### config.mk
export PLATFORM = sky130hd
export DESIGN_NAME = radio_frame_channel_rewriter
export DESIGN_NICKNAME = d
export VERILOG_FILES = /design/src/rtl/core/rfcr_pkg.sv /design/src/rtl/core/radio_frame_channel_rewriter.sv /design/src/rtl/core/rfcr_frame.sv /design/src/rtl/core/rfcr_seq.sv
export SDC_FILE = /design/constraint.sdc
export NUM_CORES = 1
export LEC_CHECK = 0
export BUFFER_PORTS_ARGS = -buffer_cell sky130_fd_sc_hd__clkbuf_2
export CAP_MARGIN = 15
export CELL_PAD_IN_SITES_DETAIL_PLACEMENT = 1
export CELL_PAD_IN_SITES_GLOBAL_PLACEMENT = 2
export CORE_UTILIZATION = 30
export DETAILED_ROUTE_END_ITERATION = 7
export GPL_TIMING_DRIVEN = 0
export PLACE_DENSITY_LB_ADDON = 0.08
export SYNTH_ARGS = -nofsm -noshare
export SYNTH_HDL_FRONTEND = slang
export SYNTH_SLANG_ARGS = --single-unit
### constraint.sdc
create_clock -name i_clk -period 9.55 [get_ports i_clk]
set_input_delay 0.4775 -clock i_clk [delete_from_list [all_inputs] [get_ports i_clk]]
set_output_delay 0.4775 -clock i_clk [all_outputs]
set_load 0.02 [all_outputs]
### src/rtl/core/rfcr_pkg.sv
// ----------------------------------------------------------------------------
// rfcr_pkg
// Types, constants and helper functions of the frame channel rewriter.
// ----------------------------------------------------------------------------
package rfcr_pkg;

    localparam int BYTE_W  = 8;
    localparam int KEY_W   = 16;
    localparam int CHAN_W  = 12;
    localparam int FPU_W   = 4;
    localparam int CFG_IDX_W  = 2;
    localparam int CFG_DATA_W = 12;

    // Configuration register indexes
    localparam logic [CFG_IDX_W-1:0] CFG_SYNC_VALUE        = 2'd0;
    localparam logic [CFG_IDX_W-1:0] CFG_FRAMES_PER_UPDATE = 2'd1;

    localparam logic [CHAN_W-1:0] SYNC_VALUE_RST   = 12'd2624;
    localparam logic [FPU_W-1:0]  FPU_RST          = 4'd3;
    localparam logic [CHAN_W-1:0] CHANNEL_WORD_RST = 12'd89;

    localparam logic [BYTE_W-1:0] SYNC_B0  = 8'hff;
    localparam logic [BYTE_W-1:0] SYNC_B1  = 8'h55;
    localparam logic [BYTE_W-1:0] SYNC_B2  = 8'haa;
    localparam logic [BYTE_W-1:0] HDR0_VAL = 8'haa;
    localparam logic [3:0]        HDR1_HI  = 4'ha;

    localparam logic [3:0] SKIP_AFTER_HDR0 = 4'd11;
    localparam logic [3:0] SKIP_AFTER_HDR1 = 4'd10;

    localparam logic [15:0] CRC_POLY    = 16'h1021;
    localparam logic [CHAN_W-1:0] CH_RAW_MAX = 12'd2719;
    // ceil(2^20 / 17): exact quotient for any 16-bit dividend
    localparam logic [15:0] DIV17_RECIP = 16'd61681;
    localparam logic [5:0]  SPREAD_BIT  = 6'h20;

    typedef enum logic [3:0] {
        PH_WAIT  = 4'd0,
        PH_SYNC2 = 4'd1,
        PH_SYNC3 = 4'd2,
        PH_HDR0  = 4'd3,
        PH_HDR1  = 4'd4,
        PH_CH3HI = 4'd5,
        PH_P6    = 4'd6,
        PH_P7    = 4'd7,
        PH_CH3LO = 4'd8,
        PH_CRCH  = 4'd9,
        PH_CRCL  = 4'd10,
        PH_G1    = 4'd11,
        PH_G2    = 4'd12,
        PH_SUMH  = 4'd13,
        PH_SUML  = 4'd14,
        PH_SKIP  = 4'd15
    } t_phase;

    typedef struct packed {
        logic frame_end;
    } t_frame_evt;

    function automatic logic [15:0] crc_byte(input logic [15:0] crc, input logic [7:0] b);
        logic [15:0] c;
        c = crc ^ {b, 8'h00};
        for (int k = 0; k < 8; k++) begin
            c = c[15] ? ({c[14:0], 1'b0} ^ CRC_POLY) : {c[14:0], 1'b0};
        end
        return c;
    endfunction

    function automatic logic [5:0] absdiff6(input logic [5:0] a, input logic [5:0] b);
        return (a >= b) ? (a - b) : (b - a);
    endfunction

    // Set bit 5 of a chunk when that moves it further from the previous one
    function automatic logic [5:0] spread(input logic [5:0] prev, input logic [4:0] cur);
        logic [5:0] alt;
        logic [5:0] plain;
        plain = {1'b0, cur};
        alt   = plain | SPREAD_BIT;
        return (absdiff6(prev, alt) > absdiff6(prev, plain)) ? alt : plain;
    endfunction

    // (2719 - raw) * 16 / 17, saturating at zero
    function automatic logic [CHAN_W-1:0] to_channel(input logic [CHAN_W-1:0] raw);
        logic [CHAN_W-1:0] d;
        logic [15:0]       x;
        logic [31:0]       p;
        d = (raw > CH_RAW_MAX) ? '0 : CH_RAW_MAX - raw;
        x = {d, 4'b0000};
        p = 32'(x) * 32'(DIV17_RECIP);
        return p[31:20];
    endfunction

endpackage

### src/rtl/core/radio_frame_channel_rewriter.sv
// ----------------------------------------------------------------------------
// radio_frame_channel_rewriter
// Byte-for-byte pass-through of a radio frame link that rewrites CH3,
// the CRC and the checksum of good frames.
// ----------------------------------------------------------------------------
//  channel   direction  handshake            payload
//  in        sink       i_in_valid/o_in_stall    i_byte_in, i_key_bits
//  out       source     o_out_valid/i_out_stall  o_byte_out
//  cfg       sink       i_cfg_valid/o_cfg_ready  i_cfg_index, i_cfg_data
//
//  One item per cycle sustained while the output is not stalled; an accepted
//  item enters the input register, then frame logic writes the result register.
//  The CH3 value update at frame end goes through a 16x16 reciprocal
//  multiply and sets the length of the combinational path.
//  Synchronous active-low reset; no clearing pass.
//  A stalled output holds its item; the input register still takes one more.
// ----------------------------------------------------------------------------
module radio_frame_channel_rewriter (
    input  logic                            i_clk,
    input  logic                            i_rst_n,
    input  logic                            i_in_valid,
    output logic                            o_in_stall,
    input  logic [rfcr_pkg::BYTE_W-1:0]     i_byte_in,
    input  logic [rfcr_pkg::KEY_W-1:0]      i_key_bits,
    output logic                            o_out_valid,
    input  logic                            i_out_stall,
    output logic [rfcr_pkg::BYTE_W-1:0]     o_byte_out,
    input  logic                            i_cfg_valid,
    output logic                            o_cfg_ready,
    input  logic [rfcr_pkg::CFG_IDX_W-1:0]  i_cfg_index,
    input  logic [rfcr_pkg::CFG_DATA_W-1:0] i_cfg_data
);
    import rfcr_pkg::*;

    logic              r_in_valid;
    logic [BYTE_W-1:0] r_in_byte;
    logic [KEY_W-1:0]  r_in_keys;
    logic              r_out_valid;
    logic [BYTE_W-1:0] r_out_byte;
    logic [CHAN_W-1:0] r_sync_value;
    logic [FPU_W-1:0]  r_frames_per_update;

    logic              out_free;
    logic              step;
    logic              in_take;
    logic [BYTE_W-1:0] frame_byte;
    logic [CHAN_W-1:0] channel_word;
    t_frame_evt        evt;

    assign out_free   = !r_out_valid || !i_out_stall;
    assign step       = r_in_valid && out_free;
    assign o_in_stall = r_in_valid && !out_free;
    assign in_take    = i_in_valid && !o_in_stall;
    assign o_cfg_ready = 1'b1;

    always_ff @(posedge i_clk) begin
        if (!i_rst_n) begin
            r_sync_value        <= SYNC_VALUE_RST;
            r_frames_per_update <= FPU_RST;
        end else if (i_cfg_valid) begin
            // drop writes to unknown indexes
            if (i_cfg_index == CFG_SYNC_VALUE)
                r_sync_value <= i_cfg_data;
            else if (i_cfg_index == CFG_FRAMES_PER_UPDATE)
                r_frames_per_update <= i_cfg_data[FPU_W-1:0];
        end
    end

    always_ff @(posedge i_clk) begin
        if (!i_rst_n) begin
            r_in_valid <= 1'b0;
        end else if (out_free || !r_in_valid) begin
            r_in_valid <= i_in_valid;
        end
    end

    always_ff @(posedge i_clk) begin
        if (in_take) begin
            r_in_byte <= i_byte_in;
            r_in_keys <= i_key_bits;
        end
    end

    rfcr_frame u_frame (
        .i_clk          (i_clk),
        .i_rst_n        (i_rst_n),
        .i_step         (step),
        .i_byte         (r_in_byte),
        .i_channel_word (channel_word),
        .o_byte         (frame_byte),
        .o_evt          (evt)
    );

    rfcr_seq u_seq (
        .i_clk               (i_clk),
        .i_rst_n             (i_rst_n),
        .i_evt               (evt),
        .i_key_bits          (r_in_keys),
        .i_sync_value        (r_sync_value),
        .i_frames_per_update (r_frames_per_update),
        .o_channel_word      (channel_word)
    );

    always_ff @(posedge i_clk) begin
        if (!i_rst_n) begin
            r_out_valid <= 1'b0;
        end else if (out_free) begin
            r_out_valid <= r_in_valid;
        end
    end

    always_ff @(posedge i_clk) begin
        if (step) r_out_byte <= frame_byte;
    end

    assign o_out_valid = r_out_valid;
    assign o_byte_out  = r_out_byte;

endmodule

### src/rtl/core/rfcr_frame.sv
// ----------------------------------------------------------------------------
// rfcr_frame
// Frame tracker: sync hunt, header check, byte rewrite, CRC and checksum.
// ----------------------------------------------------------------------------
module rfcr_frame (
    input  logic                         i_clk,
    input  logic                         i_rst_n,
    input  logic                         i_step,
    input  logic [rfcr_pkg::BYTE_W-1:0]  i_byte,
    input  logic [rfcr_pkg::CHAN_W-1:0]  i_channel_word,
    output logic [rfcr_pkg::BYTE_W-1:0]  o_byte,
    output rfcr_pkg::t_frame_evt         o_evt
);
    import rfcr_pkg::*;

    t_phase      r_phase, n_phase;
    logic [3:0]  r_skip, n_skip;
    logic [15:0] r_sum, n_sum;
    logic [15:0] r_crc, n_crc;
    logic [BYTE_W-1:0] byte_out;
    logic [3:0]  skip_dec;

    assign skip_dec = r_skip - 4'd1;

    always_comb begin
        n_phase  = r_phase;
        n_skip   = r_skip;
        n_sum    = r_sum;
        n_crc    = r_crc;
        byte_out = i_byte;
        o_evt.frame_end = 1'b0;
        unique case (r_phase)
            PH_WAIT: begin
                if (i_byte == SYNC_B0) n_phase = PH_SYNC2;
            end
            PH_SYNC2: begin
                if (i_byte == SYNC_B1)      n_phase = PH_SYNC3;
                else if (i_byte != SYNC_B0) n_phase = PH_WAIT;
            end
            PH_SYNC3: begin
                if (i_byte == SYNC_B2)      n_phase = PH_HDR0;
                else if (i_byte == SYNC_B0) n_phase = PH_SYNC2;
            end
            PH_HDR0: begin
                if (i_byte == HDR0_VAL) begin
                    n_phase = PH_HDR1;
                end else begin
                    n_phase = PH_SKIP;
                    n_skip  = SKIP_AFTER_HDR0;
                end
                n_sum = {8'h00, i_byte};
                n_crc = crc_byte(16'h0000, i_byte);
            end
            PH_HDR1: begin
                if (i_byte[7:4] == HDR1_HI) begin
                    n_phase = PH_CH3HI;
                end else begin
                    n_phase = PH_SKIP;
                    n_skip  = SKIP_AFTER_HDR1;
                end
                n_sum = r_sum + {8'h00, i_byte};
                n_crc = crc_byte(r_crc, i_byte);
            end
            PH_CH3HI: begin
                byte_out = {i_byte[7:4], i_channel_word[11:8]};
                n_phase  = PH_P6;
                n_sum    = r_sum + {8'h00, byte_out};
                n_crc    = crc_byte(r_crc, byte_out);
            end
            PH_P6: begin
                n_phase = PH_P7;
                n_sum   = r_sum + {8'h00, i_byte};
                n_crc   = crc_byte(r_crc, i_byte);
            end
            PH_P7: begin
                n_phase = PH_CH3LO;
                n_sum   = r_sum + {8'h00, i_byte};
                n_crc   = crc_byte(r_crc, i_byte);
            end
            PH_CH3LO: begin
                byte_out = i_channel_word[7:0];
                n_phase  = PH_CRCH;
                n_sum    = r_sum + {8'h00, byte_out};
                n_crc    = crc_byte(r_crc, byte_out);
            end
            PH_CRCH: begin
                byte_out = r_crc[15:8];
                n_phase  = PH_CRCL;
                n_sum    = r_sum + {8'h00, byte_out};
            end
            PH_CRCL: begin
                byte_out = r_crc[7:0];
                n_phase  = PH_G1;
                n_sum    = r_sum + {8'h00, byte_out};
            end
            PH_G1: n_phase = PH_G2;
            PH_G2: n_phase = PH_SUMH;
            PH_SUMH: begin
                byte_out = r_sum[15:8];
                n_phase  = PH_SUML;
            end
            PH_SUML: begin
                byte_out = r_sum[7:0];
                n_phase  = PH_WAIT;
                o_evt.frame_end = i_step;
            end
            PH_SKIP: begin
                // counts down and returns to hunting once the count reaches zero
                n_skip = skip_dec;
                if (skip_dec == 4'd0) n_phase = PH_WAIT;
            end
        endcase
    end

    assign o_byte = byte_out;

    always_ff @(posedge i_clk) begin
        if (!i_rst_n) begin
            r_phase <= PH_WAIT;
            r_skip  <= '0;
            r_sum   <= '0;
            r_crc   <= '0;
        end else if (i_step) begin
            r_phase <= n_phase;
            r_skip  <= n_skip;
            r_sum   <= n_sum;
            r_crc   <= n_crc;
        end
    end

endmodule

### src/rtl/core/rfcr_seq.sv
// ----------------------------------------------------------------------------
// rfcr_seq
// Channel value sequencer: frame counter, slot index, pending key bits.
// ----------------------------------------------------------------------------
module rfcr_seq (
    input  logic                         i_clk,
    input  logic                         i_rst_n,
    input  rfcr_pkg::t_frame_evt         i_evt,
    input  logic [rfcr_pkg::KEY_W-1:0]   i_key_bits,
    input  logic [rfcr_pkg::CHAN_W-1:0]  i_sync_value,
    input  logic [rfcr_pkg::FPU_W-1:0]   i_frames_per_update,
    output logic [rfcr_pkg::CHAN_W-1:0]  o_channel_word
);
    import rfcr_pkg::*;

    logic [CHAN_W-1:0] r_channel_word, n_channel_word;
    logic [FPU_W-1:0]  r_frame_count, n_frame_count;
    logic [1:0]        r_slot, n_slot;
    logic [KEY_W-1:0]  r_pending, n_pending;

    logic [FPU_W-1:0]  count_inc;
    logic              advance;
    logic [5:0]        v1, v2, v3, v_sel;
    logic [CHAN_W-1:0] raw_base, raw_data, raw;
    logic [KEY_W-1:0]  keep_mask;

    assign count_inc = r_frame_count + 4'd1;
    assign advance   = count_inc >= i_frames_per_update;

    assign v1 = r_pending[5:0];
    assign v2 = spread(v1, r_pending[10:6]);
    assign v3 = spread(v2, r_pending[15:11]);

    always_comb begin
        unique case (r_slot)
            2'd0: begin v_sel = '0; keep_mask = 16'hffff; end
            2'd1: begin v_sel = v1; keep_mask = 16'hffc0; end
            2'd2: begin v_sel = v2; keep_mask = 16'hf83f; end
            2'd3: begin v_sel = v3; keep_mask = 16'h07ff; end
        endcase
    end

    assign raw_base = {1'b0, v_sel, 5'b00000} + 12'h020;
    assign raw_data = raw_base + {4'b0000, raw_base[11:8]};
    assign raw      = (r_slot == 2'd0) ? i_sync_value : raw_data;

    always_comb begin
        n_channel_word = r_channel_word;
        n_frame_count  = r_frame_count;
        n_slot         = r_slot;
        n_pending      = r_pending;
        if (i_evt.frame_end) begin
            n_frame_count = count_inc;
            if (advance) begin
                n_frame_count  = '0;
                n_channel_word = to_channel(raw);
                n_slot         = r_slot + 2'd1;
                n_pending      = (r_pending & keep_mask) | i_key_bits;
            end else begin
                n_pending = r_pending | i_key_bits;
            end
        end
    end

    assign o_channel_word = r_channel_word;

    always_ff @(posedge i_clk) begin
        if (!i_rst_n) begin
            r_channel_word <= CHANNEL_WORD_RST;
            r_frame_count  <= '0;
            r_slot         <= '0;
            r_pending      <= '0;
        end else begin
            r_channel_word <= n_channel_word;
            r_frame_count  <= n_frame_count;
            r_slot         <= n_slot;
            r_pending      <= n_pending;
        end
    end

endmodule

# [Word level (Yosys, flattened, before mapping)]
# Index checks and enable logic that the tools add are counted.
[totals] output_inout_bits=11 memories=0 rom_bits=0 word_cells=194 inputBits=43 reg_bits=124 ramBits=0 latch_bits=0
[classes] n_mux=59 n_eq_ne=28 div_mod_pow=0 multipliers=1 addsub=19 n_lt_le_gt_ge=8 n_shift=0 bitwise=39 n_reduce_logical=25
[op_table] cell="2-to-1 mux 13 bit" n=32
[op_table] cell="case mux 16 bit (4 select lines)" n=2
[op_table] cell="inverter 3 bit" n=32
[op_table] cell="case mux 16 bit (6 select lines)" n=1
[op_table] cell="adder 16 x 8 -> 16 bit" n=5
[op_table] cell="case mux 4 bit (16 select lines)" n=1
[op_table] cell="case mux 8 bit (6 select lines)" n=1
[op_table] cell="XOR 16 bit" n=3
[op_table] cell="2-to-1 mux 4 bit" n=10
[op_table] cell="== test 4 bit (second input constant)" n=9
[op_table] cell="2-to-1 mux 6 bit" n=6
[op_table] cell="bitwise OR 16 bit" n=2
[op_table] cell="multiplier 12 x 16 -> 28 bit (second input constant)" n=1
[op_table] cell="2-to-1 mux 12 bit" n=2
[op_table] cell="case mux 6 bit (4 select lines)" n=1
[op_table] cell="subtractor 6 bit" n=4
[op_table] cell="bitwise AND 16 bit" n=1
[op_table] cell="== test 4 x 3 -> 1 bit (second input constant)" n=4
[op_table] cell="== test 8 bit (second input constant)" n=2
[op_table] cell="2-to-1 mux 16 bit" n=1
[op_table] cell="adder 11 x 6 -> 12 bit (second input constant)" n=1
[op_table] cell="adder 12 x 4 -> 12 bit" n=1
[op_table] cell=">= comparator 6 x 5 -> 1 bit" n=2
[op_table] cell=">= comparator 6 bit" n=2
[op_table] cell="other kinds (33)" n=53

# [Longest topological paths before layout]
[logic_depth] depth_word=18 ltp_mapped=51 depth_no_buf=50

# [Modules after synthesis]
# A second synthesis with hierarchy kept.
[hier_totals] hier_cells=1244 hier_area_um2=11439.7
[by_module_without_submodules] module="rfcr_seq" area_per_inst_um2=5886.9 instances=1 seq_area_each_um2=680.7 cells_per_inst=674
[by_module_without_submodules] module="rfcr_frame" area_per_inst_um2=3827.4 instances=1 seq_area_each_um2=800.8 cells_per_inst=459
[by_module_without_submodules] module="radio_frame_channel_rewriter" area_per_inst_um2=1725.4 instances=1 seq_area_each_um2=1321.3 cells_per_inst=111

# [Least setup slack after synthesis]
# Ideal clock, no wire load.
[synth_path] kind="reg-to-reg" startpoint="reg u_seq.r_pending[7]" endpoint="reg u_seq.r_channel_word[7] (netlist: u_seq.o_channel_word[7])" stages_incl_launch_ff=49 setup_time_ns=0.121 path_buffers=1 arrival_time_ns=9.927 slack_ns=-0.498 cell_sequence="dfxtp_1 inv_1 fa_1 a21oi_1 o21bai_1 a21oi_1 o21bai_1 nor2_1 mux2i_1 xnor2_1 ha_1 nand4_1 or2_2 nand2_1 and2_1 clkbuf_1 mux2i_1 xnor2_1 [... 13 more ...] fa_1 inv_1 fa_1 inv_1 fa_1 fa_1 inv_1 ha_1 a21o_1 o21a_1 o21a_1 o21ai_0 o211ai_1 a41oi_2 o21ai_2 a21oi_1 xor2_1 o21ai_0"
[synth_between] elab_chain_len=15 elab_cells_between_ends=28
[synth_lines] element="from (decl)" line_no="rfcr_seq.sv:19" text="logic [KEY_W-1:0] r_pending, n_pending;"
[synth_lines] element="from (signal assigned)" line_no="rfcr_seq.sv:77" text="r_pending <= n_pending;"
[synth_lines] element="subtractor 6 bit, or another cell as far along" line_no="rfcr_pkg.sv:70" text="return (a >= b) ? (a - b) : (b - a);"
[synth_lines] element="2-to-1 mux 6 bit" line_no="rfcr_pkg.sv:70"
[synth_lines] element="greater-than comparator 6 bit" line_no="rfcr_pkg.sv:79" text="return (absdiff6(prev, alt) > absdiff6(prev, plain)) ? alt : plain;"
[synth_lines] element="2-to-1 mux 6 bit *" line_no="rfcr_pkg.sv:79"
[synth_lines] element="subtractor 6 bit, or another cell as far along" line_no="rfcr_pkg.sv:70"
[synth_lines] element="2-to-1 mux 6 bit" line_no="rfcr_pkg.sv:70"
[synth_lines] element="greater-than comparator 6 bit" line_no="rfcr_pkg.sv:79"
[synth_lines] element="2-to-1 mux 6 bit" line_no="rfcr_pkg.sv:79"
[synth_lines] element="case mux 6 bit (4 select lines) *" line_no="rfcr_seq.sv:35" text="unique case (r_slot)"
[synth_lines] element="adder 11 x 6 -> 12 bit *" line_no="rfcr_seq.sv:43" text="assign raw_base = {1'b0, v_sel, 5'b00000} + 12'h020;"
[synth_lines] element="adder 12 x 4 -> 12 bit *" line_no="rfcr_seq.sv:44" text="assign raw_data = raw_base + {4'b0000, raw_base[11:8]};"
[synth_lines] element="2-to-1 mux 12 bit *" line_no="rfcr_seq.sv:45" text="assign raw = (r_slot == 2'd0) ? i_sync_value : raw_data;"
[synth_lines] element="subtractor 12 bit or greater-than comparator 12 bit (tied branches)" line_no="rfcr_pkg.sv:87" text="d = (raw > CH_RAW_MAX) ? '0 : CH_RAW_MAX - raw;"
[synth_lines] element="2-to-1 mux 12 bit *" line_no="rfcr_pkg.sv:87"
[synth_lines] element="multiplier 12 x 16 -> 28 bit *" line_no="rfcr_pkg.sv:89" text="p = 32'(x) * 32'(DIV17_RECIP);"
[synth_lines] element="to (signal assigned)" line_no="rfcr_seq.sv:74" text="r_channel_word <= n_channel_word;"
[synth_lines] element="to (decl)" line_no="rfcr_seq.sv:16" text="logic [CHAN_W-1:0] r_channel_word, n_channel_word;"
# Every way passes the cells marked *; elsewhere a longest branch is shown, timed or not.
# A chain may end at the register's enable or synchronous reset.

# [Worst setup path after layout]
[layout_path] startpoint="reg u_seq.r_pending[0]" endpoint="reg u_seq.r_channel_word[11] (netlist: u_seq.o_channel_word[11])"
[layout_between] elab_chain_len=15 elab_cells_between_ends=28
[layout_lines] element="subtractor 6 bit, or another cell as far along" line_no="rfcr_pkg.sv:70"
[layout_lines] element="2-to-1 mux 6 bit" line_no="rfcr_pkg.sv:70"
[layout_lines] element="greater-than comparator 6 bit" line_no="rfcr_pkg.sv:79"
[layout_lines] element="2-to-1 mux 6 bit" line_no="rfcr_pkg.sv:79"
[layout_lines] element="subtractor 6 bit, or another cell as far along" line_no="rfcr_pkg.sv:70"
[layout_lines] element="2-to-1 mux 6 bit" line_no="rfcr_pkg.sv:70"
[layout_lines] element="greater-than comparator 6 bit" line_no="rfcr_pkg.sv:79"
[layout_lines] element="2-to-1 mux 6 bit" line_no="rfcr_pkg.sv:79"
[layout_lines] element="case mux 6 bit (4 select lines) *" line_no="rfcr_seq.sv:35"
[layout_lines] element="adder 11 x 6 -> 12 bit *" line_no="rfcr_seq.sv:43"
[layout_lines] element="adder 12 x 4 -> 12 bit *" line_no="rfcr_seq.sv:44"
[layout_lines] element="2-to-1 mux 12 bit *" line_no="rfcr_seq.sv:45"
[layout_lines] element="subtractor 12 bit or greater-than comparator 12 bit (tied branches)" line_no="rfcr_pkg.sv:87"
[layout_lines] element="2-to-1 mux 12 bit *" line_no="rfcr_pkg.sv:87"
[layout_lines] element="multiplier 12 x 16 -> 28 bit *" line_no="rfcr_pkg.sv:89"
# Marks and branches as above.

==> flow_summary_export.csv <==
group,metric,value,unit
synth,synthTopCellsByArea,"dfxtp_1 17%, ha_1 15%, fa_1 9.0%",
power_and_ir_drop,total_power,0.00261,W
critical_path,setup.worst_path.start_class,"flip-flop",
clock_network,htree_num_levels,4,
sta,finalCritPeriodShare,104,%
critical_path,worstSetupEndpointType,"flip-flop",
sta,worst_hold_slack_across_all_endpoints,0.204,ns
grt,antenna_found_initial,0,
synth,ys_seq_area_share,26.2,%
clock_network,clock_tree_from_tritoncts,"done",
critical_path,critical_path.reg2reg.startpoint,"u_seq.r_pending[0]",
grt,grt_max_degree,17,
floorplanning,start_util,30.7,%
finish,final_net_count,1532,
grt,grt.overflow.total,0,
critical_path,critical_path.max_fanout,4,
floorplanning,floorplan.die.width,191,um
critical_path,critical-path-top-delay-family,"adder cells",
sta,worstMarginPinSlew,1.15,ns
placed_design,place.detailed.hpwl,27200,um
run_status,violations_in_the_final_reports,"setup timing",
power_and_ir_drop,p_leak,5.35,nW
finish,layout.cells.non_filler,1780,
power_and_ir_drop,power.ir.vdd_worst,0.276,mV
floorplanning,top_ports,54,
detailed_routing,via_count,9062,
detailed_routing,routed_wl,34700,um
sta,timing_hold_violations_final,0,
critical_path,crit_slowest_cell,"fa_1",
detailed_routing,vias_per_std_cell,5.09,
clock_network,worst_skew_pair.late_latency,0.44,ns
placed_design,gp_congestion,0.797,
finish,layout-drive-gt1-share,16.2,%
sta,unrepaired_setup_endpoints_after_global_routing,"yes",
synth,synth-seq-cells,124,
sta,final_period_minus_worst_setup_slack,9.94,ns
synth,synth_largest_area_cell,"dfxtp_1",
sta,finalSetupTns,-1.80,ns
sta,report.final.setup_viol,6,
detailed_routing,drc_errors,0,
critical_path,max_stage_delay,0.59,ns
synth,mapped_cells,1214,
synth,synthFlopType,"dfxtp_1",
finish,num_antenna_cells,0,
sta,final.setup.worst_slack,-0.386,ns
finish,areaGrowthSynthToFinish,19.9,%
synth,postSynthAreaPerCell,8.81,um^2
critical_path,worst_r2r_path_depth,45,
synth,syn_std_cell_area,10700,um^2
clock_network,tritoncts.num_buffers,17,
floorplanning,floorplan.die_area,36400,um^2
placed_design,dp.cells,1723,
critical_path,crit_path_frequent_cell,"fa_1",
clock_network,cts_max_path_buffers,2,
sta,timing.fmax,0.101,GHz
power_and_ir_drop,powerDensity,203,nW/um^2
detailed_routing,drt_iter0_markers,391,
clock_network,clk_pin_slew_worst_paths,0.07,ns
floorplanning,std_cell_rows,68,
synth,synth_warnings,0,
sta,max_slew_margin,22.9,%
synth,synth_enable_flop_cells,32,
detailed_routing,detailedRoute.firstPassIterationCount,5,
floorplanning,floorplan.die.height,191,um
detailed_routing,routedWlPerCell,19.5,um
critical_path,worstSetupPathType,"reg2reg",
critical_path,critPathBufInv,7,
critical_path,r2r_slack,-0.39,ns
synth,area_share_of_the_largest_cell_type_after_synthesis,17.2,%
grt,vias_in_the_first_global_route,9602,
sta,finalClockSkew,0.0164,ns
synth,postSynth.asyncResetShare,0,%
job,max_cap_violations,0,
min_path,min_to,"r_in_byte[1]",
critical_path,cp.arrival,10.23,ns
run_status,outcome,"finished with violations",
min_path,holdCritStartpoint,"i_byte_in[1]",
floorplanning,placeableCoreArea,34800,um^2
finish,fill_cells,4064,
critical_path,critical_path.reg2reg.endpoint,"u_seq.o_channel_word[11]",
placed_design,buffer_ports.inserted,52,
grt,grt_usage,20.0,%
detailed_routing,postRouteAntennaNets,0,
synth,syn_nets,1434,
sta,timing_max_transition_violations_final,0,
synth,synthDistinctLibCells,63,
clock_network,root_buffer,"clkbuf_16",
critical_path,data_required_time_at_the_worst_endpoint,9.85,ns
grt,grt_first_pass_wirelength,54800,um
finish,postLayoutCoreUtil,36.9,%
clock_network,clock_sink_count,124,
min_path,hold-path-cell-count,1,
min_path,worstHoldPathType,"in2reg",
[where the power goes]
| group | switching (W) | internal, W | total [W] |
|---|---|---|---|
| sequential | 0.00000637 | 0.000549 | 0.000555 |
| clock | 0.000300 | 0.000374 | 0.000674 |
| combinational | 0.000784 | 0.000594 | 0.00138 |
| total | 0.00109 | 0.00152 | 0.00261 |
[per-stage QoR]
step | cell area, um^2 | setup slack, ns
after global routing | 12800 | -0.797
after global placement | 11600 | -1.52
after floorplan | 10700 | 0.0126
after CTS | 12600 | -0.417
after detailed placement | 11600 | -1.64
final | 12800 | -0.386
[final cells by class]
| type | instances | area (um^2) | area share [%] |
|---|---|---|---|
| inverter | 117 | 449 | 3.50 |
| clock buffer | 17 | 425 | 3.32 |
| timing repair buffer | 81 | 509 | 3.97 |
| multi-input combinational | 915 | 7650 | 59.7 |
| clock inverter | 15 | 176 | 1.38 |
| buffer | 56 | 223 | 1.74 |
| tap | 455 | 569 | 4.44 |
| sequential | 124 | 2820 | 22.0 |
[cell families (layout without fill, tap and decap cells)]
group	after synthesis	in the layout	synth area share, %
AO/OA/AOI/OAI	281	281	17.7
XOR/XNOR	95	95	7.78
adder cells (fa/ha/maj)	177	177	24.1
buffers and inverters	175	286	6.26
flip-flops	124	124	26.2
multiplexers	50	50	4.82
other	1	1	0.0350
AND/OR/NAND/NOR	311	311	13.1
[synthesized netlist by cell type (all sizes together) (7+ instances only)]
| cell type | instances |
|---|---|
| a211oi | 15 |
| a21o | 19 |
| a21oi | 77 |
| a222oi | 9 |
| a22o | 8 |
| a22oi | 29 |
| buf | 7 |
| clkbuf | 51 |
| dfxtp | 92 |
| edfxtp | 32 |
| fa | 48 |
| ha | 129 |
| inv | 117 |
| mux2 | 12 |
| mux2i | 38 |
| nand2 | 118 |
| nand2b | 12 |
| nand3 | 18 |
| nand4 | 9 |
| nor2 | 92 |
| nor2b | 18 |
| nor3 | 12 |
| o211ai | 11 |
| o21a | 8 |
| o21ai | 49 |
| o21bai | 12 |
| xnor2 | 54 |
| xor2 | 41 |
[routing by layer]
metal  global-route usage, %  wire (um)
met1                    28.2      17800
met2                    31.8      15700
met3                    2.89        794
met4                    4.52        329
met5                       0          0
[worst max path at each step]
stage	start	to	slack [ns]	cells after the start
floorplan	u_seq.r_pending[0]	u_seq.o_channel_word[11]	0.01	50
global placement	u_seq.r_pending[2]	u_seq.o_channel_word[9]	-1.52	41
detailed placement	u_seq.r_pending[2]	u_seq.o_channel_word[9]	-1.64	41
CTS	u_seq.r_pending[0]	u_seq.o_channel_word[11]	-0.42	50
global route	u_seq.r_pending[0]	u_seq.o_channel_word[11]	-0.80	48
finish	u_seq.r_pending[0]	u_seq.o_channel_word[11]	-0.39	45
[layout by cell type, fill, tap and decap left out, types with 9 or more instances in the layout]
| cell | n |
|---|---|
| a211oi_1 | 12 |
| a21o_1 | 19 |
| a22oi_1 | 28 |
| ha_1 | 117 |
| o21ai_0 | 37 |
| o21bai_1 | 11 |
| clkbuf_16 | 17 |
| o211ai_1 | 11 |
| clkbuf_2 | 52 |
| inv_1 | 107 |
| a222oi_1 | 9 |
| nor3_1 | 10 |
| ha_4 | 10 |
| clkbuf_1 | 49 |
| buf_4 | 27 |
| a21oi_1 | 68 |
| nand3_1 | 17 |
| nor2_1 | 86 |
| nor2b_1 | 16 |
| xnor2_1 | 52 |
| dfxtp_1 | 87 |
| edfxtp_1 | 32 |
| nand2_1 | 115 |
| nand4_1 | 9 |
| mux2i_1 | 37 |
| mux2_2 | 10 |
| xor2_1 | 41 |
| nand2b_1 | 10 |
| fa_1 | 45 |
[state kept, by name (all words and copies together) (netlist names), 2 cells and up]
register and count:
u_seq.r_pending 16, u_frame.r_skip 4, o_byte_out 8, r_in_keys 16
r_in_byte 8, u_seq.r_frame_count 4, r_frames_per_update 4, u_frame.r_phase 4
u_frame.r_sum 16, u_frame.r_crc 16, r_sync_value 12, u_seq.r_slot 2
u_seq.o_channel_word 12
[worst reg2reg max path: cells and delay by family (launching register included)]
family,cells,cell delay [ns]
buffers and inverters,7,0.49
adder cells (fa/ha/maj),10,4.11
XOR/XNOR,3,0.43
AO/OA/AOI/OAI,15,2.66
multiplexers,2,0.65
flip-flops,1,0.37
AND/OR/NAND/NOR,8,1.06
[repair_timing]
item | in CTS | in global routing
resized for setup | 63 | 30
hold endpoints to repair | 0 | 0
setup buffers | 20 | 7
hold buffers | 0 | 0
pin swaps | 44 | 42
endpoints found under the setup margin | 12 | 12
(Power assumes the default switching activity.)
